--- config.mk ---
export PLATFORM = sky130hd
export DESIGN_NAME = pdve_term_mod
export DESIGN_NICKNAME = d
export VERILOG_FILES = /design/src/rtl/pdve_pkg.sv /design/src/rtl/pdve_term_mod.sv
export SDC_FILE = /design/constraint.sdc
export NUM_CORES = 1
export LEC_CHECK = 0
export BUFFER_PORTS_ARGS = -buffer_cell sky130_fd_sc_hd__buf_4
export CORE_MARGIN = 1
export CORE_UTILIZATION = 44
export CTS_CLUSTER_SIZE = 30
export DETAILED_ROUTE_END_ITERATION = 10
export PLACE_DENSITY = 0.74
export SYNTH_ARGS = -nofsm -noshare
export SYNTH_HDL_FRONTEND = slang
export SYNTH_SLANG_ARGS = --single-unit
--- constraint.sdc ---
create_clock -name aclk -period 1.5 [get_ports aclk]
set_input_delay 0.15 -clock aclk [delete_from_list [all_inputs] [get_ports aclk]]
set_output_delay 0.15 -clock aclk [all_outputs]
set_load 0.01 [all_outputs]
--- src/rtl/pdve_pkg.sv ---
`default_nettype none

package pdve_pkg;

    // Field widths of the input and result items.
    localparam int TERM_W    = 12;
    localparam int DOC_W     = 63;
    localparam int BYTE_W    = 8;
    localparam int GROUP_W   = 7;
    localparam int S_TDATA_W = 80;
    localparam int M_TDATA_W = 8;

    // The term reduction runs four restoring steps per cycle, MOD_PASSES passes in all.
    localparam int MOD_STEPS  = 4;
    localparam int MOD_PASSES = 3;
    localparam int MOD_CW     = 33;

    // Handoff from the controller to the byte serializer.
    typedef struct packed {
        logic             load;
        logic             err;
        logic [DOC_W-1:0] delta;
    } pdve_emit_load_t;

endpackage

`default_nettype wire

--- src/rtl/pdve_term_mod.sv ---
`default_nettype none

module pdve_term_mod #(
    parameter int TERM_COUNT = 4096
) (
    input  wire logic                             aclk,
    input  wire logic                             aresetn,
    input  wire logic                             start,
    input  wire logic [pdve_pkg::TERM_W-1:0]      term_index,
    output logic                                  done,
    output logic      [$clog2(TERM_COUNT)-1:0]    addr
);

    localparam int AW = $clog2(TERM_COUNT);
    localparam int CW = pdve_pkg::MOD_CW;

    logic [pdve_pkg::TERM_W-1:0] rem_reg, rem_next;
    logic [1:0]                  cnt_reg, cnt_next;
    logic                        busy_reg, busy_next;
    logic                        done_reg, done_next;

    // Four restoring-division steps against shifted copies of the term count.
    always_comb begin
        logic [CW-1:0] rem_v;
        logic [CW-1:0] cmp;
        logic [3:0]    sh;
        rem_v = CW'(rem_reg);
        for (int j = 0; j < pdve_pkg::MOD_STEPS; j++) begin
            sh  = 4'(pdve_pkg::TERM_W - 1 - pdve_pkg::MOD_STEPS * int'(cnt_reg) - j);
            cmp = CW'(TERM_COUNT) << sh;
            if (rem_v >= cmp) begin
                rem_v = rem_v - cmp;
            end
        end
        rem_next  = rem_reg;
        cnt_next  = cnt_reg;
        busy_next = busy_reg;
        done_next = 1'b0;
        if (start) begin
            rem_next  = term_index;
            cnt_next  = '0;
            busy_next = 1'b1;
        end else if (busy_reg) begin
            rem_next = pdve_pkg::TERM_W'(rem_v);
            cnt_next = cnt_reg + 2'd1;
            if (cnt_reg == 2'(pdve_pkg::MOD_PASSES - 1)) begin
                busy_next = 1'b0;
                done_next = 1'b1;
            end
        end
    end

    always_ff @(posedge aclk) begin
        if (!aresetn) begin
            busy_reg <= 1'b0;
            done_reg <= 1'b0;
            cnt_reg  <= '0;
        end else begin
            busy_reg <= busy_next;
            done_reg <= done_next;
            cnt_reg  <= cnt_next;
        end
    end

    // The remainder is payload and needs no reset.
    always_ff @(posedge aclk) begin
        rem_reg <= rem_next;
    end

    assign done = done_reg;
    assign addr = AW'(rem_reg);

endmodule

`default_nettype wire

==> run metrics, run 1 <==
PD cells ~1000 nW/um2; Yosys warnings 0; Tightest Hold Check Type in2reg; hold path startpoint aresetn; Worst Hold Path Cells 2; CTS resizes 0; Num CTS Buffers 3; register area share after synthesis between 60 and 70%; Final GP Congestion roughly 0.74; R2R setup slack roughly 450 ps; placed insts 85; r2r endpoint addr[8]; vias per inst about 4.7; Congestion Overflow GR 0; worst-case reg-to-reg path depth 1; Worst-Margin Slew between 200 and 250 ps; max reg flops 12; post-synthesis simple-gate area fraction under 10%; Leak Pwr 0.3743 nW; CP delay by family, top simple AND/OR/NAND/NOR gates; clock sinks 16; max incr delay on CP about 420 ps; final setup fails 0; antenna violations before repair 0; Crit Path Class reg2reg; outcome completed; Synth Instances 46; fin nets 92; Pre-antenna DRT Iters 2; RSZ-0062 raised after global routing no; cell taking the most area after synthesis edfxtp_1; overall power around 910 uW; Post-synth top flop edfxtp_1; setup TNS 0 ps; top-count cell post-synth edfxtp_1; Setup Slack @ Placement 456.9 ps; Post-DP HPWL around 850 um; post-DR wirelength/cell around 12 um; final worst slack between 400 and 500 ps; Rel. slew slack 85.90%; Ports 28; xor and xnor area share after synthesis 1.316%; Max H-tree Level 1; Detailed Route WL between 1000 and 1500 um; die width between 40 and 50 um; FFs w/ async S/R, synth 0%; largest family of logic cells by synthesized area multiplexers; number of global-route vias before repair around 420; global-route wire length before repair between 1500 and 2000 um; fill count between 100 and 150; Max-cap violations 0; top cell type's share of synthesized area around 54%; CTS tree yes; fin crit share 69.92%; Synth cell types 15; multiplexer share of the synthesized area 16.73%; PortBufs 27; largest net degree at the start of global routing 19; Critical Path AT about 1100 ps; Clk pin slew, worst setup/hold paths roughly 80 ps; core area between 1000 and 1500 um2; share of cells above drive strength 1 ~54%; CP Capture Type flip-flop; # hold bufs at CTS 0; crit path cell chain or2_2; Post-Layout Cell Count 89; Clock Latency Late Sink between 200 and 300 ps; Syn Std Cell Area about 670 um2; Final Critical Period around 1000 ps; synthesis-to-layout area growth 35.53%; Compound-Gate Fraction of Synth Area less than 1%; Slew Limit Fails 0; data required time at the worst endpoint 1510 ps; top cells by area, synth edfxtp_1 54%, mux2_2 15%, dfxtp_1 12%; Final Skew about 2.7 ps; fmax around 0.95 GHz; final number of hold-violating endpoints 0; number of synthesized flops with an enable pin 12; Max Fanout on Critical Path 9; Clock Path Buffers 2; worst hold endpoint busy_reg; Starting Density between 40% and 50%; n_diodes 0; Antenna Violating Nets Remaining 0; slowest CP cell or2_2; Die Y 40.90 um; DR vias between 400 and 500; All-Layer GR Usage between 10% and 20%; syn_nets 63; Syn Area/Cell ~14 um2; die area between 1500 and 2000 um2; crit path launch type flip-flop; final core utilization about two thirds; VDD IR-drop max roughly 0.00054 V; Remaining DRCs 0; setup bufs post-CTS 0; synth cell count leaders 12 x edfxtp_1, 9 x mux2_2, 4 x dfxtp_1; worst r2r src busy_reg; Post-Synth Adder-Cell Area roughly 3.8%; Buf/Inv on CP 0; Rows 13; initial DRC count 6; CTS Root Cell clkbuf_4; FF+latch count, synth 16
## metal layers
| metal | routed length [um] | part of all wire (%) | vias to the layer above | global-route usage, % |
|---|---|---|---|---|
| met2 | 529 | 48 | 16 | 25.78 |
| met5 | 0 | 0 | - | 0 |
| li1 | - | - | 213 | - |
| met4 | 12 | 1.1 | 0 | 10.00 |
| met1 | 484 | 44 | 188 | 19.30 |
| met3 | 75 | 6.8 | 2 | 3.261 |
## cell type report
| cell class | instances | area, um2 | area share [%] |
|---|---|---|---|
| flip-flops and latches | 16 | 440.4 | 48.82 |
| clock buffers | 4 | 26.28 | 2.913 |
| well taps | 15 | 18.77 | 2.080 |
| repair buffers | 27 | 202.7 | 22.47 |
| inverters | 3 | 11.26 | 1.248 |
| multi-input cells | 24 | 202.7 | 22.47 |
## stage by stage
step / hold WS, ps / area, um2
floorplan: 278.2 / 665.6
global placement: 374.7 / 875.8
detailed placement: 382.6 / 875.8
CTS: 106.0 / 902.1
global route: 127.3 / 902.1
finish: 104.3 / 902.1
## how the worst max path moves through the flow
stage                       to  slack, ps  cells after the start        from
floorplan             addr[10]        230                      3       start
global placement       addr[8]        480                      1    busy_reg
detailed placement     addr[9]        460                      1    busy_reg
CTS                    addr[3]        450                      1    busy_reg
global route        cnt_reg[1]        410                      4  cnt_reg[0]
finish                 addr[8]        450                      1    busy_reg
## power breakdown
group          total (mW)  switching [mW]  leakage [nW]  internal (mW)
sequential          0.538          0.0179         0.152          0.520
combinational       0.146          0.0560         0.207         0.0897
clock               0.227           0.124        0.0150          0.103
total               0.911           0.198         0.374          0.712
## cell usage in the layout (no fill, tap or decap)
cell       n
buf_4     27
edfxtp_1  12
mux2_2     9
dfxtp_1    4
inv_1      3
and2_1     3
nor2_1     3
clkbuf_4   3
ha_1       2
or2_2      1
nand2b_1   1
xnor2_1    1
mux2i_1    1
a21oi_1    1
nor2b_1    1
nand2_1    1
clkbuf_1   1
## cells by family after synthesis
logic type      count (synthesis)
buf+inv                         6
xor+xnor                        1
compound gates                  1
mux                            10
flops                          16
simple gates                   10
fa+ha+maj                       2
(Power assumes the default switching activity.)
==> run 2, diff against run 1 <==
Settings changed: CORE_UTILIZATION 44 to 40, PLACE_DENSITY 0.74 to 0.71.
Clock period 1.5 ns to 0.9 ns, I/O delays scaled along.
==> run 2 against run 1 <==
The run now ends with negative setup slack left. Largest cell class unchanged. Critical path type unchanged. Routed wire length increased by 2.6%. First-iteration DRC count rose by 33%. Cell area rose by 12%. Hold slack got worse by 83 ps. Non-clock buffer count is 3 higher. Clock skew up 6.0 ps. Worst setup slack got worse by 480 ps. Maximum frequency grew 12%. Sequential share of layout area shrank 4.8 points. Clock power is 67% higher. Combinational power rose by 100%.
==> run metrics, run 2 (synthesis results as in run 1) <==
outcome finished with violations; violated checks negative setup slack; Num CTS Buffers 3 (unchanged); slowest CP cell edfxtp_1; Final GP Congestion 0.5979 (-19%); Final Skew 8.676 ps (+6.017 ps); hold path startpoint aresetn; max reg flops 12 (unchanged); PortBufs 27 (unchanged); post-DR wirelength/cell 12.16 um (-1.8%); CTS Root Cell clkbuf_4; Worst-Margin Slew 181.9 ps (-29.54 ps); Crit Path Class reg2reg; Antenna Violating Nets Remaining 0 (unchanged); Congestion Overflow GR 0 (unchanged); final core utilization 66.09% (-0.73 points); Buf/Inv on CP 0 (unchanged); CP Capture Type flip-flop; Clock Path Buffers 2 (unchanged); All-Layer GR Usage 14.09% (-1.9 points); Clock Latency Late Sink 280 ps (about the same); worst r2r src addr[5]; VDD IR-drop max 0.001278 V (+140%); Post-Layout Cell Count 93 (+4.5%); synthesis-to-layout area growth 51.32%; Max-cap violations 0 (unchanged); Remaining DRCs 0 (unchanged); Leak Pwr 0.4096 nW (+9.4%); vias per inst 4.731 (+0.50%); Tightest Hold Check Type in2reg; max incr delay on CP 420 ps (about the same); Final Critical Period 933.3 ps (-115.6 ps); CTS tree yes; fin crit share 103.7% (+34 points); switching portion of total power 22.50% (+0.74 points); Ports 28 (unchanged); CP delay by family, top flip-flops; commonest non-fill, non-tap cell in the layout buf_4; crit path cell chain mux2_2; final setup fails 19 (+19); Starting Density 43.68% (-5.6 points); crit path launch type flip-flop; PD cells 1566 nW/um2 (+55%); overall power 1.577 mW (+73%); Max Fanout on Critical Path 2 (-7); die width 42.80 um (+4.6%); DR vias 440 (+5.0%); final number of hold-violating endpoints 0 (unchanged); Pre-antenna DRT Iters 2 (unchanged); n_diodes 0 (unchanged); placed insts 89 (+4.7%); core area 1524 um2 (+13%); clock sinks 16 (unchanged); die area 1831 um2 (+9.5%); fin nets 95 (+3.3%); # hold bufs at CTS 0 (unchanged); setup bufs post-CTS 0 (unchanged); fmax 1.072 GHz (+12%); data required time at the worst endpoint 940 ps (-570 ps); Internal 1.222 mW (+72%); Detailed Route WL 1131 um (+2.6%); Critical Path AT 970 ps (-90 ps); Max H-tree Level 1 (unchanged); number of global-route vias before repair 410 (-3.1%); Clk pwr share 23.9% (-1.1 points); global-route wire length before repair 1814 um (+8.2%); final worst slack -33.27 ps (-484.4 ps); Worst setup startpoint addr[5]; Slew Limit Fails 0 (unchanged); share of cells above drive strength 1 64.94% (+11 points); Rows 14 (+1); RSZ-0062 raised after global routing yes; most frequent cells in the layout 18 x buf_4, 12 x edfxtp_1, 12 x buf_6, 9 x mux2_2; combinational group share of total power 18.8% (+2.8 points); Die Y 42.80 um (+4.6%); largest net degree at the start of global routing 16 (-3); Post-DP HPWL 807 um (-5.3%); Clk pin slew, worst setup/hold paths 90 ps (about the same); Rel. slew slack 87.87% (+2.0 points); Flop pwr share 57.3% (-1.7 points); antenna violations before repair 0 (unchanged); initial DRC count 8 (+2); Net Sw Power 354.8 uW (+79%)
run 2: cell types whose count changed in the layout (fill, tap and decap cells not counted), moves of 2 or more:
cell	before	now
dfxtp_1	4	2
inv_1	3	1
buf_4	27	18
buf_6	0	12
dfxtp_2	0	2
ha_4	0	2
ha_1	2	0
run 2: worst paths after layout:
kind	end	slack [ps]	depth (start not counted)
worst min-delay path	busy_reg	20	2
worst max register to register	addr[5]	-30	1
worst max-delay path	addr[5]	-30	1
worst min register to register	cnt_reg[1]	580	2
run 2: layer usage:
layer	GRT usage, %	vias up	wire, um
met5	0	-	0
met4	5.625	0	9
met3	7.660	2	76
met2	19.70	13	572
met1	18.11	205	473
li1	-	220	-
run 2: power by group through the flow:
stage | registers [mW] | logic [mW] | clock network, mW
after global placement | 0.908 | 0.259 | 0
after floorplan | 0.939 | 0.0946 | 0
after CTS | 0.899 | 0.279 | 0.403
after global routing | 0.912 | 0.319 | 0.427
final | 0.904 | 0.296 | 0.378
after detailed placement | 0.910 | 0.263 | 0
run 2: through the flow:
| stage | setup TNS [ps] | hold slack (ps) | instance area (um2) | setup slack [ps] |
|---|---|---|---|---|
| after floorplan | -348.4 | 218.2 | 689.4 | -38.71 |
| after global placement | -10.53 | 315.3 | 903.4 | -10.53 |
| after detailed placement | -68.77 | 323.0 | 903.4 | -45.64 |
| after CTS | -568.3 | 13.06 | 953.4 | -55.52 |
| after global routing | -1184 | 5.753 | 1007 | -76.51 |
| final | -405.3 | 21.01 | 1007 | -33.27 |
run 2: cell type report:
class | instances | area [um2]
clock buffers | 3 | 22.52
clock inverters | 1 | 3.754
fillers | 111 | 516.7
inverters | 3 | 13.76
multi-input cells | 24 | 234.0
flip-flops and latches | 16 | 442.9
well taps | 16 | 20.02
repair buffers | 30 | 270.3
run 2: timing repair:
| action | in CTS | in global routing |
|---|---|---|
| resized for setup | 7 | 12 |
| pin swaps | 0 | 1 |
| endpoints found under the setup margin | 19 | 25 |
| endpoints found under the hold margin | 0 | 0 |
==> run 3, diff against run 2 <==
Settings changed: PLACE_DENSITY 0.71 to 0.69.
==> run 3 against run 2 <==
The flow still finishes with violations (negative setup slack). Power is 0.54% higher. Count of clock-buffer cells in the layout unchanged. Die area unchanged.
==> run metrics, run 3 (synthesis results as in run 1) <==
outcome finished with violations; violated checks negative setup slack; clock sinks 16 (unchanged); combinational group share of total power 19.7% (+0.9 points); die area 1831 um2 (unchanged); placed insts 89 (unchanged); Final Critical Period 942.0 ps (+8.687 ps); vias per inst 4.848 (+2.5%); DR vias 446 (+1.4%); synthesis-to-layout area growth 51.13%; worst r2r src addr[9]; antenna violations before repair 0 (unchanged); Remaining DRCs 0 (unchanged); max incr delay on CP 420 ps (about the same); Max H-tree Level 1 (unchanged); PD cells 1576 nW/um2 (+0.67%); VDD IR-drop max 0.0008496 V (-34%); number of global-route vias before repair 426 (+3.9%); Die Y 42.80 um (unchanged); share of cells above drive strength 1 65.79% (+0.85 points); crit path launch type flip-flop; # hold bufs at CTS 0 (unchanged); overall power 1.586 mW (+0.54%); Leak Pwr 0.4257 nW (+3.9%); Ports 28 (unchanged); CTS Root Cell clkbuf_4; data required time at the worst endpoint 940 ps (about the same); final worst slack -41.96 ps (-8.687 ps); R2R setup slack -40 ps (about the same); fin nets 95 (unchanged); Rel. slew slack 87.06% (-0.81 points); Pre-antenna DRT Iters 2 (unchanged); worst-case reg-to-reg path depth 1 (unchanged); CP delay by family, top flip-flops; post-DR wirelength/cell 13.17 um (+8.3%); Max-cap violations 0 (unchanged); largest net degree at the start of global routing 14 (-2); Slew Limit Fails 0 (unchanged); Final GP Congestion 0.6257 (+4.6%); n_diodes 0 (unchanged); Buf/Inv on CP 0 (unchanged); fill count 122 (+9.9%); Worst Hold Path Cells 2 (unchanged); Clock Path Buffers 2 (unchanged); slowest CP cell edfxtp_1; most frequent cells in the layout 19 x buf_4, 12 x edfxtp_1, 11 x buf_6, 5 x mux2_4, 4 x mux2_2; hold path startpoint aresetn; Max Fanout on Critical Path 2 (unchanged); final number of hold-violating endpoints 0 (unchanged); Rows 14 (unchanged); Clk pwr share 23.4% (-0.5 points); final core utilization 66.01% (-0.082 points); Antenna Violating Nets Remaining 0 (unchanged); worst hold endpoint busy_reg; r2r endpoint addr[9]; fin crit share 104.7% (+0.97 points); max reg flops 12 (unchanged); setup bufs post-CTS 0 (unchanged); switching portion of total power 22.56% (+0.062 points); Net Sw Power 357.7 uW (+0.82%); Crit Path Class reg2reg; final setup fails 19 (unchanged); Starting Density 43.68% (unchanged); CP Capture Type flip-flop; RSZ-0062 raised after global routing yes; core area 1524 um2 (unchanged); Num CTS Buffers 3 (unchanged); All-Layer GR Usage 14.66% (+0.56 points); global-route wire length before repair 1842 um (+1.5%); crit path cell chain mux2_2; Internal 1.228 mW (+0.46%); commonest non-fill, non-tap cell in the layout buf_4; fmax 1.062 GHz (-0.92%); Flop pwr share 57.0% (-0.3 points); die width 42.80 um (unchanged); initial DRC count 4 (-4); Post-DP HPWL 784.8 um (-2.8%); Area after DPL 903.4 um2 (unchanged); PortBufs 27 (unchanged); Final Skew 0.9717 ps (-7.704 ps); Clk pin slew, worst setup/hold paths 80 ps (about the same); Worst-Margin Slew 194.1 ps (+12.12 ps); Congestion Overflow GR 0 (unchanged); hold_ws 53.19 ps (+32.18 ps); Clock Latency Late Sink 280 ps (about the same); final instance area 1006 um2 (-0.13%); Post-Layout Cell Count 92 (-1.1%); Critical Path AT 990 ps (+20 ps); CTS tree yes; Detailed Route WL 1212 um (+7.2%); Tightest Hold Check Type in2reg
-- run 3: changes by cell type in the layout (fill, tap and decap cells not counted) --
cell	before	now
inv_4	1	0
ha_4	2	1
ha_2	0	1
clkinv_1	1	0
mux2_4	0	5
mux2_2	9	4
buf_4	18	19
inv_2	1	2
buf_6	12	11
-- run 3: how the worst max path moves through the flow --
| stage | start | cells after the start | to |
|---|---|---|---|
| CTS | addr[9] | 1 | addr[9] |
| floorplan | addr[10] | 1 | addr[10] |
| global placement | cnt_reg[1] | 4 | cnt_reg[1] |
| finish | addr[9] | 1 | addr[9] |
| detailed placement | cnt_reg[1] | 4 | cnt_reg[1] |
| global route | addr[11] | 1 | addr[11] |
-- run 3: per-stage QoR --
| step | setup slack [ps] | TNS, ps |
|---|---|---|
| after detailed placement | -46.25 | -46.25 |
| after floorplan | -38.71 | -348.4 |
| after CTS | -44.86 | -482.9 |
| after global routing | -65.65 | -1129 |
| after global placement | -11.12 | -11.12 |
| final | -41.96 | -502.8 |
-- run 3: cell type report --
type	instances	area, um2	area share [%]
Multi-Input combinational cell	24	242.7	24.13
Timing Repair Buffer	30	266.5	26.49
Clock buffer	3	22.52	2.239
Tap cell	16	20.02	1.990
Sequential cell	16	442.9	44.03
Inverter	3	11.26	1.119
-- run 3: power by group through the flow --
stage	combinational [mW]	sequential (mW)	clock, mW
2_1_floorplan	0.0946	0.939	0
5_1_grt	0.332	0.910	0.408
3_3_place_gp	0.259	0.908	0
6_report	0.312	0.903	0.371
3_5_place_dp	0.263	0.909	0
4_1_cts	0.294	0.897	0.381
-- run 3: metal layers --
layer	wire (um)	global-route usage (%)
met2	549	19.39
met5	0	0
met4	49	15.00
met1	560	18.96
met3	52	2.979
-- run 3: what timing repair did --
item | in CTS | in global routing
gates resized for setup | 11 | 10
endpoints found under the setup margin | 18 | 22
pin swaps | 1 | 2
endpoints found under the hold margin | 0 | 0
