--- config.mk ---
export PLATFORM = sky130hd
export DESIGN_NAME = pdve_emit
export DESIGN_NICKNAME = d
export VERILOG_FILES = /design/src/rtl/pdve_pkg.sv /design/src/rtl/pdve_emit.sv
export SDC_FILE = /design/constraint.sdc
export NUM_CORES = 1
export LEC_CHECK = 0
export BUFFER_PORTS_ARGS = -buffer_cell sky130_fd_sc_hd__buf_2
export CAP_MARGIN = 20
export CORE_ASPECT_RATIO = 0.9
export CORE_UTILIZATION = 50
export DETAILED_ROUTE_END_ITERATION = 8
export HOLD_SLACK_MARGIN = 0.15
export PLACE_DENSITY_LB_ADDON = 0.05
export SLEW_MARGIN = 10
export SYNTH_ARGS = -nofsm -noshare
export SYNTH_HDL_FRONTEND = slang
export SYNTH_SLANG_ARGS = --single-unit
--- constraint.sdc ---
create_clock -name aclk -period 9.25 [get_ports aclk]
set_clock_uncertainty 0.15 [all_clocks]
set_input_delay 0.4625 -clock aclk [delete_from_list [all_inputs] [get_ports aclk]]
set_output_delay 0.4625 -clock aclk [all_outputs]
set_load 0.02 [all_outputs]
--- src/rtl/pdve_pkg.sv ---
`default_nettype none

package pdve_pkg;

    // Field widths of the input and result items.
    localparam int TERM_W    = 12;
    localparam int DOC_W     = 63;
    localparam int BYTE_W    = 8;
    localparam int GROUP_W   = 7;
    localparam int S_TDATA_W = 80;
    localparam int M_TDATA_W = 8;

    // The term reduction runs four restoring steps per cycle, MOD_PASSES passes in all.
    localparam int MOD_STEPS  = 4;
    localparam int MOD_PASSES = 3;
    localparam int MOD_CW     = 33;

    // Handoff from the controller to the byte serializer.
    typedef struct packed {
        logic             load;
        logic             err;
        logic [DOC_W-1:0] delta;
    } pdve_emit_load_t;

endpackage

`default_nettype wire

--- src/rtl/pdve_emit.sv ---
`default_nettype none

module pdve_emit (
    input  wire logic                                aclk,
    input  wire logic                                aresetn,
    input  wire pdve_pkg::pdve_emit_load_t           load,
    output logic                                     busy,
    output logic                                     m_tvalid,
    input  wire logic                                m_tready,
    output logic      [pdve_pkg::M_TDATA_W-1:0]      m_tdata,  // [7:0] code_byte
    output logic                                     m_tlast,
    output logic      [0:0]                          m_tuser   // [0] order_error
);

    localparam int GW = pdve_pkg::GROUP_W;

    logic                           active_reg, active_next;
    logic                           err_reg, err_next;
    logic [pdve_pkg::DOC_W-1:0]     shift_reg, shift_next;
    logic                           out_valid_reg, out_valid_next;
    logic [pdve_pkg::BYTE_W-1:0]    out_byte_reg, out_byte_next;
    logic                           out_last_reg, out_last_next;
    logic                           out_err_reg, out_err_next;
    logic                           fire;
    logic                           more;
    logic [pdve_pkg::DOC_W-1:0]     rest;

    // While a run is active, a byte moves into the output register whenever it is empty or being drained.
    assign fire = active_reg && (!out_valid_reg || m_tready);
    assign rest = shift_reg >> GW;
    assign more = (rest != '0);

    always_comb begin
        active_next    = active_reg;
        err_next       = err_reg;
        shift_next     = shift_reg;
        out_valid_next = out_valid_reg && !m_tready;
        out_byte_next  = out_byte_reg;
        out_last_next  = out_last_reg;
        out_err_next   = out_err_reg;
        if (load.load) begin
            active_next = 1'b1;
            err_next    = load.err;
            shift_next  = load.delta;
        end else if (fire) begin
            out_valid_next = 1'b1;
            out_err_next   = err_reg;
            if (err_reg) begin
                out_byte_next = '0;
                out_last_next = 1'b1;
                active_next   = 1'b0;
            end else begin
                out_byte_next = {more, shift_reg[GW-1:0]};
                out_last_next = !more;
                shift_next    = rest;
                active_next   = more;
            end
        end
    end

    always_ff @(posedge aclk) begin
        if (!aresetn) begin
            active_reg    <= 1'b0;
            out_valid_reg <= 1'b0;
        end else begin
            active_reg    <= active_next;
            out_valid_reg <= out_valid_next;
        end
    end

    // Payload registers.
    always_ff @(posedge aclk) begin
        err_reg      <= err_next;
        shift_reg    <= shift_next;
        out_byte_reg <= out_byte_next;
        out_last_reg <= out_last_next;
        out_err_reg  <= out_err_next;
    end

    assign busy     = active_reg;
    assign m_tvalid = out_valid_reg;
    assign m_tdata  = out_byte_reg;
    assign m_tlast  = out_last_reg;
    assign m_tuser  = out_err_reg;

endmodule

`default_nettype wire

==> results of run 1 <==
[path summary, 6_finish.rpt]
check / from / endpoint / slack [ns] / cells past startpoint
worst max-delay path: load[64] / shift_reg[29]$_DFFE_PP_ / 6.96 / 4
worst min-delay path: aresetn / m_tvalid$_SDFF_PN0_ / 0.23 / 2
worst max register to register: shift_reg[34]$_DFFE_PP_ / m_tdata[7]$_SDFFCE_PP0P_ / 7.16 / 4
worst min register to register: m_tvalid$_SDFF_PN0_ / m_tvalid$_SDFF_PN0_ / 0.36 / 2
[layout make-up]
cell class / count / area, um2 / area share [%]
Multi-Input combinational cell: 97 / 928 / 23.6
Clock buffer: 10 / 128 / 3.24
Tap cell: 87 / 109 / 2.77
Clock inverter: 6 / 78.8 / 2.00
Timing Repair Buffer: 82 / 420 / 10.7
Inverter: 2 / 7.51 / 0.191
Sequential cell: 76 / 2260 / 57.5
[power by group through the flow]
stage | combinational (mW) | sequential (mW) | clock, mW
after floorplan | 0.0419 | 0.439 | 0
after global placement | 0.0697 | 0.440 | 0
after detailed placement | 0.0701 | 0.441 | 0
after CTS | 0.0713 | 0.433 | 0.270
after global routing | 0.0767 | 0.436 | 0.285
final | 0.0704 | 0.433 | 0.262
[kinds of logic (layout without fill, tap and decap cells)]
kind of cell,after synthesis,in the layout
buffers and inverters,9,100
AO/OA/AOI/OAI,5,5
AND/OR/NAND/NOR,36,36
flip-flops,76,76
multiplexers,56,56
[synthesized netlist by cell type]
cell | instances | area [um2]
sky130_fd_sc_hd__a21boi_0 | 1 | 7.51
sky130_fd_sc_hd__nand2b_1 | 2 | 12.5
sky130_fd_sc_hd__nand2_1 | 2 | 7.51
sky130_fd_sc_hd__inv_1 | 2 | 7.51
sky130_fd_sc_hd__mux2_2 | 56 | 631
sky130_fd_sc_hd__nor4_2 | 1 | 12.5
sky130_fd_sc_hd__a21oi_2 | 1 | 8.76
sky130_fd_sc_hd__o21ai_0 | 1 | 5.00
sky130_fd_sc_hd__o21bai_1 | 1 | 7.51
sky130_fd_sc_hd__nor4_1 | 13 | 81.3
sky130_fd_sc_hd__nand4_2 | 1 | 12.5
sky130_fd_sc_hd__o41ai_4 | 1 | 27.5
sky130_fd_sc_hd__dfxtp_1 | 2 | 40.0
sky130_fd_sc_hd__buf_2 | 3 | 15.0
sky130_fd_sc_hd__nor2b_1 | 7 | 43.8
sky130_fd_sc_hd__nand4_1 | 2 | 12.5
sky130_fd_sc_hd__and2_1 | 7 | 43.8
sky130_fd_sc_hd__nor2_1 | 1 | 3.75
sky130_fd_sc_hd__clkbuf_1 | 2 | 7.51
sky130_fd_sc_hd__edfxtp_1 | 74 | 2220
sky130_fd_sc_hd__buf_1 | 2 | 7.51
[cell usage in the layout, fill, tap and decap left out, types with 3 or more instances in the layout]
cell type / instances
sky130_fd_sc_hd__nor2b_1: 7
sky130_fd_sc_hd__clkinv_2: 3
sky130_fd_sc_hd__buf_2: 79
sky130_fd_sc_hd__mux2_2: 56
sky130_fd_sc_hd__clkbuf_8: 9
sky130_fd_sc_hd__and2_1: 7
sky130_fd_sc_hd__nor4_1: 13
sky130_fd_sc_hd__edfxtp_1: 74
[critical path, cell delays in order]
cell	delay [ns]
sky130_fd_sc_hd__buf_2	0.08
sky130_fd_sc_hd__buf_4	0.60
sky130_fd_sc_hd__o21bai_4	0.25
sky130_fd_sc_hd__buf_4	0.63
[through the flow]
stage          power, mW  setup WS, ns  utilization [%]  hold WS [ns]
2_1_floorplan      0.481          5.02                -         0.359
3_3_place_gp       0.510          6.62             60.5         0.352
3_5_place_dp       0.511          6.61             60.5         0.363
4_1_cts            0.775          6.97             64.0         0.213
5_1_grt            0.798          6.87             64.0         0.223
6_report           0.765          6.96             64.0         0.227
[layer usage]
metal	share of wire (%)	vias to the layer above
met5	0	-
met4	0.34	0
met3	6.6	4
met2	48	69
met1	45	913
li1	-	890
==> results.env, run 1 <==
SETUP_TNS_NS=0
DRIVE_ABOVE_1_SHARE_PCT=57.1
FMAX_MHz=437
SETUP_VIOL=0
FILLER_CELL_COUNT=499
PORTION_OF_TOTAL_POWER_ATTRIBUTED_TO_THE_CLOCK_NETWORK_PCT=34.2
DIE_W_UM=86.6
GLOBAL_ROUTE.USAGE.MET3_PCT=7.15
POST_CTS_HOLD_BUFFER_COUNT=1
POST_SYNTH_INST_COUNT=182
INSERTEDDIODECOUNT=0
NUMCTSBUFFERS=9
SEQ_AREA_FRAC_SYNTH_PCT=70.3
SYNTHESIS.NETS=250
PERIOD_MINUS_SLACK_NS=2.29
GROUTE.LAYER.MET2.USAGE_PCT=29.0
NET_COUNT_FINAL=336
FLOORPLAN.CORE_AREA_UM2=6150
P_SWITCHING_uW=160
GP_CONGESTION=0.706
SYNTH_COMPOUND_AREA_SHARE_PCT=1.75
REQUIRED_NS=9.07
POST_CTS_RESIZED=0
SYNTH_TOP_FAMILY_BY_AREA='multiplexers'
SWITCHING_SHARE_PCT=20.9
ANTENNA_FOUND_INITIAL=0
FINAL_HOLD_VIOLATING_ENDPOINTS=0
TIMING_MAX_TRANSITION_VIOLATIONS_FINAL=0
VIA_PER_INST=5.21
SYNTH-SIMPLE-AREA-SHARE_PCT=7.16
DRT-WIRELENGTH-PER-CELL_UM=16.2
YOSYS.AREA_SHARE.ADDER_PCT=0
PLACED_CELLS_INCL_TAPS=343
TOTAL_LEAKAGE_POWER_nW=1.50
AGGREGATE_GLOBAL_ROUTE_RESOURCE_USAGE_PCT=18.6
DESIGN_AREA_UM2=3930
OUTCOME='complete, no violations'
HOLD_PATH_CLASS='in2reg'
GRTUSAGEMET1_PCT=24.2
CRITICAL_PATH_PEAK_FANOUT=68
GLOBALROUTE.TOTALOVERFLOW=0
GRT_FIRST_PASS_WIRELENGTH_UM=8980
LARGEST_REGISTER_FFS=63
ROUTE.VIAS.TOTAL=1876
MIN_PERIOD_OVER_PERIOD_PCT=24.7
COMBPWRFRAC_PCT=9.2
DETAIL_ROUTE.DRC_VIOLATIONS=0
SLEW_HEADROOM_PCT=37.3
DRV.MAX_CAP_VIOLATION_COUNT=0
TRITONCTS='done'
FLOORPLAN.INITIALDENSITY_PCT=52.3
STARTPOINT_TYPE='input port'
SYNTH_MUX_AREA_SHARE_PCT=19.6
WORST_EP_ARRIVAL_TIME_NS=2.11
P_PER_AREA_nW_PER_UM2=195
GRT_MOST_USED_LAYER='met2'
IOPINCOUNT=80
AVGSYNTHCELLAREA_UM2=17.7
POST_SYNTH_INSTANCE_AREA_UM2=3220
INSERTION_DELAY_NS=0.34
GRT_MAX_DEGREE=69
WORST-SETUP-PATH-TYPE='in2reg'
MAX-VDD-IR-DROP_mV=0.119
ROWS=27
DRT_ITER0_DRC=142
FIRST_PASS_ITERS=4
YOSYS.AREA_SHARE.XOR_XNOR_PCT=0
POWER.SEQUENTIAL.FRACTION_PCT=56.6
CTS-ROOT-BUF='sky130_fd_sc_hd__clkbuf_8'
AREA_GROWTH_SYN_TO_LAYOUT_PCT=22.3
TOTAL_WIRELENGTH_UM=5830
SYNTHESIS.YOSYS.WARNINGS=0
POST_CTS_CLOCK_SLEW_AT_THE_LAUNCH_AND_CAPTURE_REGISTERS_OF_THE_WORST_SETUP_AND_HOLD_PATHS_NS=0.07
DIE_Y_UM=78.1
CTSHTREEMAXLEVEL=3
SETUP.WORST_PATH.END_CLASS='flop'
GRT_SETUP_UNREPAIRED='no'
FINISH.CELL_COUNT_WITHOUT_FILLERS=360
BUFFER_LEVELS_ON_THE_LONGEST_CLOCK_PATH=2
POST-CTS-SETUP-BUFFER-COUNT=0
POST_SYNTH_NUM_CELL_TYPES=21
DPL-INSTANCE-AREA_UM2=3720
TIMING_WORST_SLEW_PIN_VALUE_NS=0.937
DESIGN.DIE.AREA_UM2=6760
GRT_PASS1_VIAS=1851
CELLINTERNALPOWER_uW=605
PLACE.PORT_BUFFERS=79
ANT_NETS=0
CTS.SINKS=76
YOSYS_REGISTER_BITS=76
No activity file was read; power rests on OpenSTA's default activity.
==> inputs of run 2 (changes only) <==
--- a/config.mk
+++ b/config.mk
@@ -5,6 +5,7 @@
 export SDC_FILE = /design/constraint.sdc
 export NUM_CORES = 1
 export LEC_CHECK = 0
+export ABC_AREA = 1
 export BUFFER_PORTS_ARGS = -buffer_cell sky130_fd_sc_hd__buf_2
 export CAP_MARGIN = 20
 export CORE_ASPECT_RATIO = 0.9
==> constraint.sdc (replaced) <==
create_clock -name aclk -period 2.4 [get_ports aclk]
set_clock_uncertainty 0.15 [all_clocks]
set_input_delay 0.12 -clock aclk [delete_from_list [all_inputs] [get_ports aclk]]
set_output_delay 0.12 -clock aclk [all_outputs]
set_load 0.02 [all_outputs]
==> run 2 against run 1 <==
Sequential share of layout area shrank 9.7 points. Clock power grew to 4.3 times the previous value. Clock-buffer cell count is the same. Largest cell class unchanged. Routed wire length grew 27%. Global-route usage grew 4.7 points. Worst setup slack lost 6.6 ns.
==> results.env, run 2 <==
YOSYS.CELL_COUNT.TOP_TYPE='sky130_fd_sc_hd__nand2_1'
PERIOD_MINUS_SLACK_NS=2.05
OUTCOME='complete, no violations'
LAYOUT.CORE_UTILIZATION_PCT=75.3  # +11 points
FINAL_HOLD_VIOLATING_ENDPOINTS=0  # unchanged
CTS.SINKS=76  # unchanged
POST-CTS-SETUP-BUFFER-COUNT=0  # unchanged
POST_SYNTH_INST_COUNT=354  # +95%
TIMING.CRITICAL_PATH.BUF_INV=1  # -2
CRITICAL-PATH-MAX-STAGE-DELAY_NS=0.57  # -0.06 ns
GRT_MAX_DEGREE=64  # -7.2%
ROUTE.VIAS.TOTAL=2726  # +45%
POST_CTS_CLOCK_SLEW_AT_THE_LAUNCH_AND_CAPTURE_REGISTERS_OF_THE_WORST_SETUP_AND_HOLD_PATHS_NS=0.08  # about the same
FINISH.CELL_COUNT_WITHOUT_FILLERS=593  # +65%
ANTENNA_FOUND_INITIAL=0  # unchanged
CELL_BY_CELL_LISTING_OF_THE_CRITICAL_PATH='nor2_1 > nand2_1 > nor2_1 > nand2_1 > nor2_1 > nand2_1 > nand2_2 > nand2_2 > nand2_2 > a21oi_2 > dlygate4sd3_1'
DESIGN.DIE.AREA_UM2=7010  # +3.8%
TRITONCTS='done'
DRT-WIRELENGTH-PER-CELL_UM=12.5  # -23%
TIMING_MAX_TRANSITION_VIOLATIONS_FINAL=0  # unchanged
AREA_GROWTH_SYN_TO_LAYOUT_PCT=41.7
LARGEST_REGISTER_FFS=63  # unchanged
MAX-VDD-IR-DROP_mV=0.424  # +260%
GRT_SETUP_UNREPAIRED='no'
SYNTH_ASYNC_SR_FLOP_SHARE_PCT=0  # unchanged
LAYOUT.CELLS.MOST_COMMON='sky130_fd_sc_hd__nand2_1'
GRT_FIRST_PASS_WIRELENGTH_UM=12000  # +34%
SLEW_HEADROOM_PCT=47.0  # +9.7 points
POST_SYNTH_INSTANCE_AREA_UM2=3340  # +3.9%
HOLD_PATH_CLASS='in2reg'
BUFFER_LEVELS_ON_THE_LONGEST_CLOCK_PATH=2  # unchanged
IOPINCOUNT=80  # unchanged
FLOORPLAN.INITIALDENSITY_PCT=53.2  # +0.85 points
PLACE.PORT_BUFFERS=79  # unchanged
DRT_ITER0_DRC=182  # +28%
SEQ_AREA_FRAC_SYNTH_PCT=67.7  # -2.6 points
CRITICAL_PATH_PEAK_FANOUT=3  # -96%
SHARE_OF_THE_SYNTHESIZED_AREA_IN_THE_TOP_CELL_TYPE_PCT=66.5  # -2.6 points
TOTAL_LEAKAGE_POWER_nW=2.20  # +47%
TOTAL_WIRELENGTH_UM=7420  # +27%
FMAX_MHz=489
P_PER_AREA_nW_PER_UM2=668  # +240%
SYNTHESIS.NETS=422  # +69%
REQUIRED_NS=2.49  # -6.58 ns
GLOBALROUTE.TOTALOVERFLOW=0  # unchanged
GP_CONGESTION=0.812  # +15%
PLACED_CELLS_INCL_TAPS=509  # +48%
WORST-SETUP-PATH-TYPE='reg2reg'
POST_SYNTH_NUM_CELL_TYPES=14  # -33%
CRIT_SLOWEST_CELL='sky130_fd_sc_hd__dlygate4sd3_1'
DETAIL_ROUTE.DRC_VIOLATIONS=0  # unchanged
WORST_EP_ARRIVAL_TIME_NS=2.13  # +0.02 ns
CTSHTREEMAXLEVEL=3  # unchanged
CTS-ROOT-BUF='sky130_fd_sc_hd__clkbuf_8'
GRT_PASS1_VIAS=2681  # +45%
FIRST_PASS_ITERS=4  # unchanged
FLOORPLAN.CORE_AREA_UM2=6280  # +2.2%
TIMING_WORST_SLEW_PIN_VALUE_NS=0.792  # -0.145 ns
SETUP.WORST_PATH.END_CLASS='flop'
INSERTEDDIODECOUNT=0  # unchanged
MOST_FREQUENT_CELLS_IN_THE_LAYOUT='193 x sky130_fd_sc_hd__nand2_1, 79 x sky130_fd_sc_hd__buf_2, 74 x sky130_fd_sc_hd__edfxtp_1'
DRIVE_ABOVE_1_SHARE_PCT=21.7  # -35 points
YOSYS_MOST_USED_DFF='sky130_fd_sc_hd__edfxtp_1'
DRV.MAX_CAP_VIOLATION_COUNT=0  # unchanged
SYNTH_ENABLE_FLOP_CELLS=74  # unchanged
TOTALPOWERFINAL_mW=3.16  # +310%
SETUP_TNS_NS=0  # unchanged
NUMCTSBUFFERS=9  # unchanged
DIE_Y_UM=79.5  # +1.9%
SYNTH.TOP_CELLS.BY_AREA='sky130_fd_sc_hd__edfxtp_1 67%, sky130_fd_sc_hd__nand2_1 22%, sky130_fd_sc_hd__nor2_1 4.9%, sky130_fd_sc_hd__buf_2 1.3%, sky130_fd_sc_hd__dfxtp_1 1.2%'
AVGSYNTHCELLAREA_UM2=9.44  # -47%
SYNTH.TOP_CELLS.BY_COUNT='193 x sky130_fd_sc_hd__nand2_1, 74 x sky130_fd_sc_hd__edfxtp_1, 44 x sky130_fd_sc_hd__nor2_1'
CRIT_FAMILY='simple AND/OR/NAND/NOR gates'
DIE_W_UM=88.2  # +1.9%
NET_COUNT_FINAL=569  # +69%
SETUP_VIOL=0  # unchanged
SYNTH_TOP_AREA_CELL='sky130_fd_sc_hd__edfxtp_1'
AGGREGATE_GLOBAL_ROUTE_RESOURCE_USAGE_PCT=23.3  # +4.7 points
SYNTHESIS.YOSYS.WARNINGS=0  # unchanged
STARTPOINT_TYPE='flop'
YOSYS_REGISTER_BITS=76  # unchanged
DETAILED_PLACE_HPWL_UM=4150
INSERTION_DELAY_NS=0.35  # about the same
MIN_PERIOD_OVER_PERIOD_PCT=85.2
ANT_NETS=0  # unchanged
VIA_PER_INST=4.60  # -12%
ROWS=27  # unchanged
-- run 2: kinds of logic (layout without fill, tap and decap cells) --
| kind of cell | count (synthesis) | in the layout | share of synthesized area, % |
|---|---|---|---|
| flip-flops | 76 | 76 | 67.7 |
| buffers and inverters | 33 | 185 | 4.16 |
| AO/OA/AOI/OAI | 3 | 3 | 0.562 |
| AND/OR/NAND/NOR | 242 | 242 | 27.6 |
-- run 2: metrics by stage --
step	hold slack, ns	setup slack, ns	area, um2
final	0.349	0.355	4730
after global routing	0.335	0.164	4730
after CTS	0.332	0.342	4730
after detailed placement	0.149	0.535	3820
after global placement	0.148	0.601	3820
after floorplan	0.0689	0.151	3350
-- run 2: worst paths after layout --
path	from	endpoint	slack, ns	depth (start not counted)
worst max-delay path	shift_reg[46]$_DFFE_PP_	busy$_SDFFE_PN0P_	0.35	11
worst min-delay path	load[63]	err_reg$_DFFE_PP_	0.35	2
worst max register to register	shift_reg[46]$_DFFE_PP_	busy$_SDFFE_PN0P_	0.35	11
worst min register to register	m_tvalid$_SDFF_PN0_	m_tvalid$_SDFF_PN0_	0.36	2
-- run 2: metal layers --
metal,part of all wire [%],wire length (um),track usage (%),vias to the layer above
li1,-,-,-,1406
met1,44,3250,28.6,1237
met2,50,3740,39.5,73
met3,4.1,303,6.93,10
met4,1.7,128,6.94,0
met5,0,0,0,-
-- run 2: cell type report --
| cell class | count | area, um2 |
|---|---|---|
| clock buffer | 10 | 128 |
| tap | 87 | 109 |
| inverter | 19 | 71.3 |
| timing repair buffer | 150 | 1110 |
| clock inverter | 6 | 103 |
| fill | 480 | 1550 |
| sequential | 76 | 2260 |
| multi-input combinational | 245 | 951 |
-- run 2: where the power goes --
part	internal (mW)	leakage, nW	switching (mW)
clock	0.683	0.115	0.449
combinational	0.184	1.33	0.191
sequential	1.60	0.756	0.0593
total	2.46	2.20	0.699
-- run 2: timing repair --
action / in CTS / in global routing
hold endpoints to repair: 67 / 0
hold buffers: 68 / 0
resized for setup: 0 / 0
==> inputs of run 3 (changes only) <==
--- a/config.mk
+++ b/config.mk
@@ -11,6 +11,7 @@
 export CORE_ASPECT_RATIO = 0.9
 export CORE_UTILIZATION = 50
 export DETAILED_ROUTE_END_ITERATION = 8
+export GPL_TIMING_DRIVEN = 0
 export HOLD_SLACK_MARGIN = 0.15
 export PLACE_DENSITY_LB_ADDON = 0.05
 export SLEW_MARGIN = 10
==> run 3 against run 2 <==
Sequential power about the same. Critical path depth unchanged. Flip-flop and latch count unchanged. Non-clock buffer count up 13. Clock power about the same. Register-to-register slack about the same.
==> results.env, run 3 (synthesis results as in run 2) <==
OUTCOME='complete, no violations'
REQUIRED_NS=2.49  # about the same
GRT_PASS1_VIAS=2835  # +5.7%
IOPINCOUNT=80  # unchanged
MIN-DELAY-START='err_reg$_DFFE_PP_'
TOTALPOWERFINAL_mW=3.21  # +1.6%
SETUP_VIOL=0  # unchanged
R2R_SLACK_NS=0.34  # about the same
DESIGN_AREA_UM2=4820  # +1.7%
DETAIL_ROUTE.DRC_VIOLATIONS=0  # unchanged
MIN_PERIOD_OVER_PERIOD_PCT=85.8  # +0.54 points
FLOORPLAN.INITIALDENSITY_PCT=53.2  # unchanged
VIA_PER_INST=4.66  # +1.4%
POST_CTS_CLOCK_SLEW_AT_THE_LAUNCH_AND_CAPTURE_REGISTERS_OF_THE_WORST_SETUP_AND_HOLD_PATHS_NS=0.08  # about the same
FIRST_PASS_ITERS=5  # +1
INSERTEDDIODECOUNT=0  # unchanged
DPL-INSTANCE-AREA_UM2=3900  # +1.9%
DIE_Y_UM=79.5  # unchanged
FMAX_MHz=486  # -0.63%
DRIVE_ABOVE_1_SHARE_PCT=23.3  # +1.6 points
DRV.MAX_CAP_VIOLATION_COUNT=0  # unchanged
PLACED_CELLS_INCL_TAPS=522  # +2.6%
ANTENNA_FOUND_INITIAL=0  # unchanged
WORST_EP_ARRIVAL_TIME_NS=2.15  # +0.02 ns
FINISH.CELL_COUNT_WITHOUT_FILLERS=606  # +2.2%
GP_CONGESTION=0.807  # -0.59%
LAYOUT.CELLS.MOST_COMMON='sky130_fd_sc_hd__nand2_1'
TIMING_WORST_SLEW_PIN_VALUE_NS=0.820  # +0.0273 ns
FILLER_CELL_COUNT=441  # -8.1%
LAYOUT.CORE_UTILIZATION_PCT=76.7  # +1.3 points
ANT_NETS=0  # unchanged
TIMING_MAX_TRANSITION_VIOLATIONS_FINAL=0  # unchanged
POST-CTS-SETUP-BUFFER-COUNT=0  # unchanged
CTSHTREEMAXLEVEL=3  # unchanged
CRITICAL_PATH.REG2REG.STARTPOINT='shift_reg[35]$_DFFE_PP_'
CRITICAL_PATH_PEAK_FANOUT=3  # unchanged
WORST-SETUP-PATH-TYPE='reg2reg'
HOLD_END='m_tuser$_DFFE_PP_'
MOST_FREQUENT_CELLS_IN_THE_LAYOUT='193 x sky130_fd_sc_hd__nand2_1, 88 x sky130_fd_sc_hd__buf_2, 74 x sky130_fd_sc_hd__edfxtp_1'
FINAL.HOLD.WORST_SLACK_NS=0.320  # -0.0294 ns
DESIGN.DIE.AREA_UM2=7010  # unchanged
SETUP.WORST_PATH.END_CLASS='flop'
MULTI_INPUT_AREA_UM2=951  # unchanged
POST_CTS_RESIZED=0  # unchanged
TOTAL_WIRELENGTH_UM=7720  # +4.0%
SLEW_HEADROOM_PCT=45.2  # -1.8 points
FINAL_HOLD_VIOLATING_ENDPOINTS=0  # unchanged
INSERTION_DELAY_NS=0.35  # about the same
SETUP_TNS_NS=0  # unchanged
ROUTE.VIAS.TOTAL=2825  # +3.6%
POST_CTS_HOLD_BUFFER_COUNT=68  # unchanged
TRITONCTS='done'
NUMCTSBUFFERS=9  # unchanged
CTS-ROOT-BUF='sky130_fd_sc_hd__clkbuf_8'
GRT_FIRST_PASS_WIRELENGTH_UM=12400  # +3.3%
ROWS=27  # unchanged
GRT_SETUP_UNREPAIRED='no'
GLOBALROUTE.TOTALOVERFLOW=0  # unchanged
NET_COUNT_FINAL=582  # +2.3%
PLACE.PORT_BUFFERS=79  # unchanged
POST-PLACE-WS_NS=0.574  # +0.0394 ns
LARGEST_REGISTER_FFS=63  # unchanged
BUFFER_LEVELS_ON_THE_LONGEST_CLOCK_PATH=2  # unchanged
PERIOD_MINUS_SLACK_NS=2.06  # +0.0130 ns
AREA_GROWTH_SYN_TO_LAYOUT_PCT=44.2
FINAL.SETUP.WORST_SLACK_NS=0.342  # -0.0130 ns
MAX-VDD-IR-DROP_mV=0.519  # +22%
P_PER_AREA_nW_PER_UM2=667  # -0.17%
HOLD_PATH_CLASS='reg2reg'
CTS.SINKS=76  # unchanged
DETAILED_PLACE_HPWL_UM=4650  # +12%
FLOORPLAN.CORE_AREA_UM2=6280  # unchanged
GRT_MAX_DEGREE=29  # -55%
CRIT-REG2REG-CAPTURE='busy$_SDFFE_PN0P_'
DIE_W_UM=88.2  # unchanged
STARTPOINT_TYPE='flop'
TOTAL_LEAKAGE_POWER_nW=2.25  # +2.3%
LAYOUT.AREA.SEQ_UM2=2260  # unchanged
AGGREGATE_GLOBAL_ROUTE_RESOURCE_USAGE_PCT=24.1  # +0.81 points
HOLD_PATH_DEPTH=0  # -2
DRT_ITER0_DRC=181  # -0.55%
WORST-R2R-CELL-COUNT=11  # unchanged
DRT-WIRELENGTH-PER-CELL_UM=12.7  # +1.8%
## run 3: cell count changes in the layout (fill, tap and decap cells not counted), sizes merged
cell	previous run	this run
buf	82	91
clkbuf	10	14
## run 3: critical path: stages (launching register included)
cell	delay [ns]
sky130_fd_sc_hd__edfxtp_1	0.42
sky130_fd_sc_hd__nor2_1	0.11
sky130_fd_sc_hd__nand2_1	0.07
sky130_fd_sc_hd__nor2_1	0.10
sky130_fd_sc_hd__nand2_1	0.08
sky130_fd_sc_hd__nor2_1	0.14
sky130_fd_sc_hd__nand2_1	0.09
sky130_fd_sc_hd__nand2_2	0.08
sky130_fd_sc_hd__nand2_2	0.05
sky130_fd_sc_hd__nand2_2	0.05
sky130_fd_sc_hd__a21oi_2	0.04
sky130_fd_sc_hd__dlygate4sd3_1	0.55
## run 3: worst max-delay path by stage
| stage | start | endpoint | depth (start not counted) |
|---|---|---|---|
| final | shift_reg[35]$_DFFE_PP_ | busy$_SDFFE_PN0P_ | 11 |
| after global routing | shift_reg[35]$_DFFE_PP_ | busy$_SDFFE_PN0P_ | 11 |
| after CTS | shift_reg[19]$_DFFE_PP_ | busy$_SDFFE_PN0P_ | 11 |
| after detailed placement | load[64] | m_tdata[5]$_SDFFCE_PP0P_ | 4 |
| after global placement | err_reg$_DFFE_PP_ | shift_reg[21]$_DFFE_PP_ | 2 |
| after floorplan | busy$_SDFFE_PN0P_ | shift_reg[0]$_DFFE_PP_ | 2 |
## run 3: layer usage
metal,global-route usage (%),part of all wire (%)
met5,0,0
met4,7.74,1.4
met3,7.34,5.7
met2,40.5,50
met1,29.6,43
## run 3: area by class of cell
class / instances / area share, %
Timing Repair Buffer: 149 / 23.2
Buffer: 14 / 1.40
Tap cell: 87 / 2.26
Multi-Input combinational cell: 245 / 19.7
Clock buffer: 10 / 2.65
Clock inverter: 6 / 2.34
Sequential cell: 76 / 47.0
Inverter: 19 / 1.48
## run 3: power by group
part           switching [mW]  total, mW  internal [mW]
registers              0.0526       1.65           1.60
logic                   0.205      0.399          0.194
clock network           0.471       1.16          0.693
total                   0.729       3.21           2.48
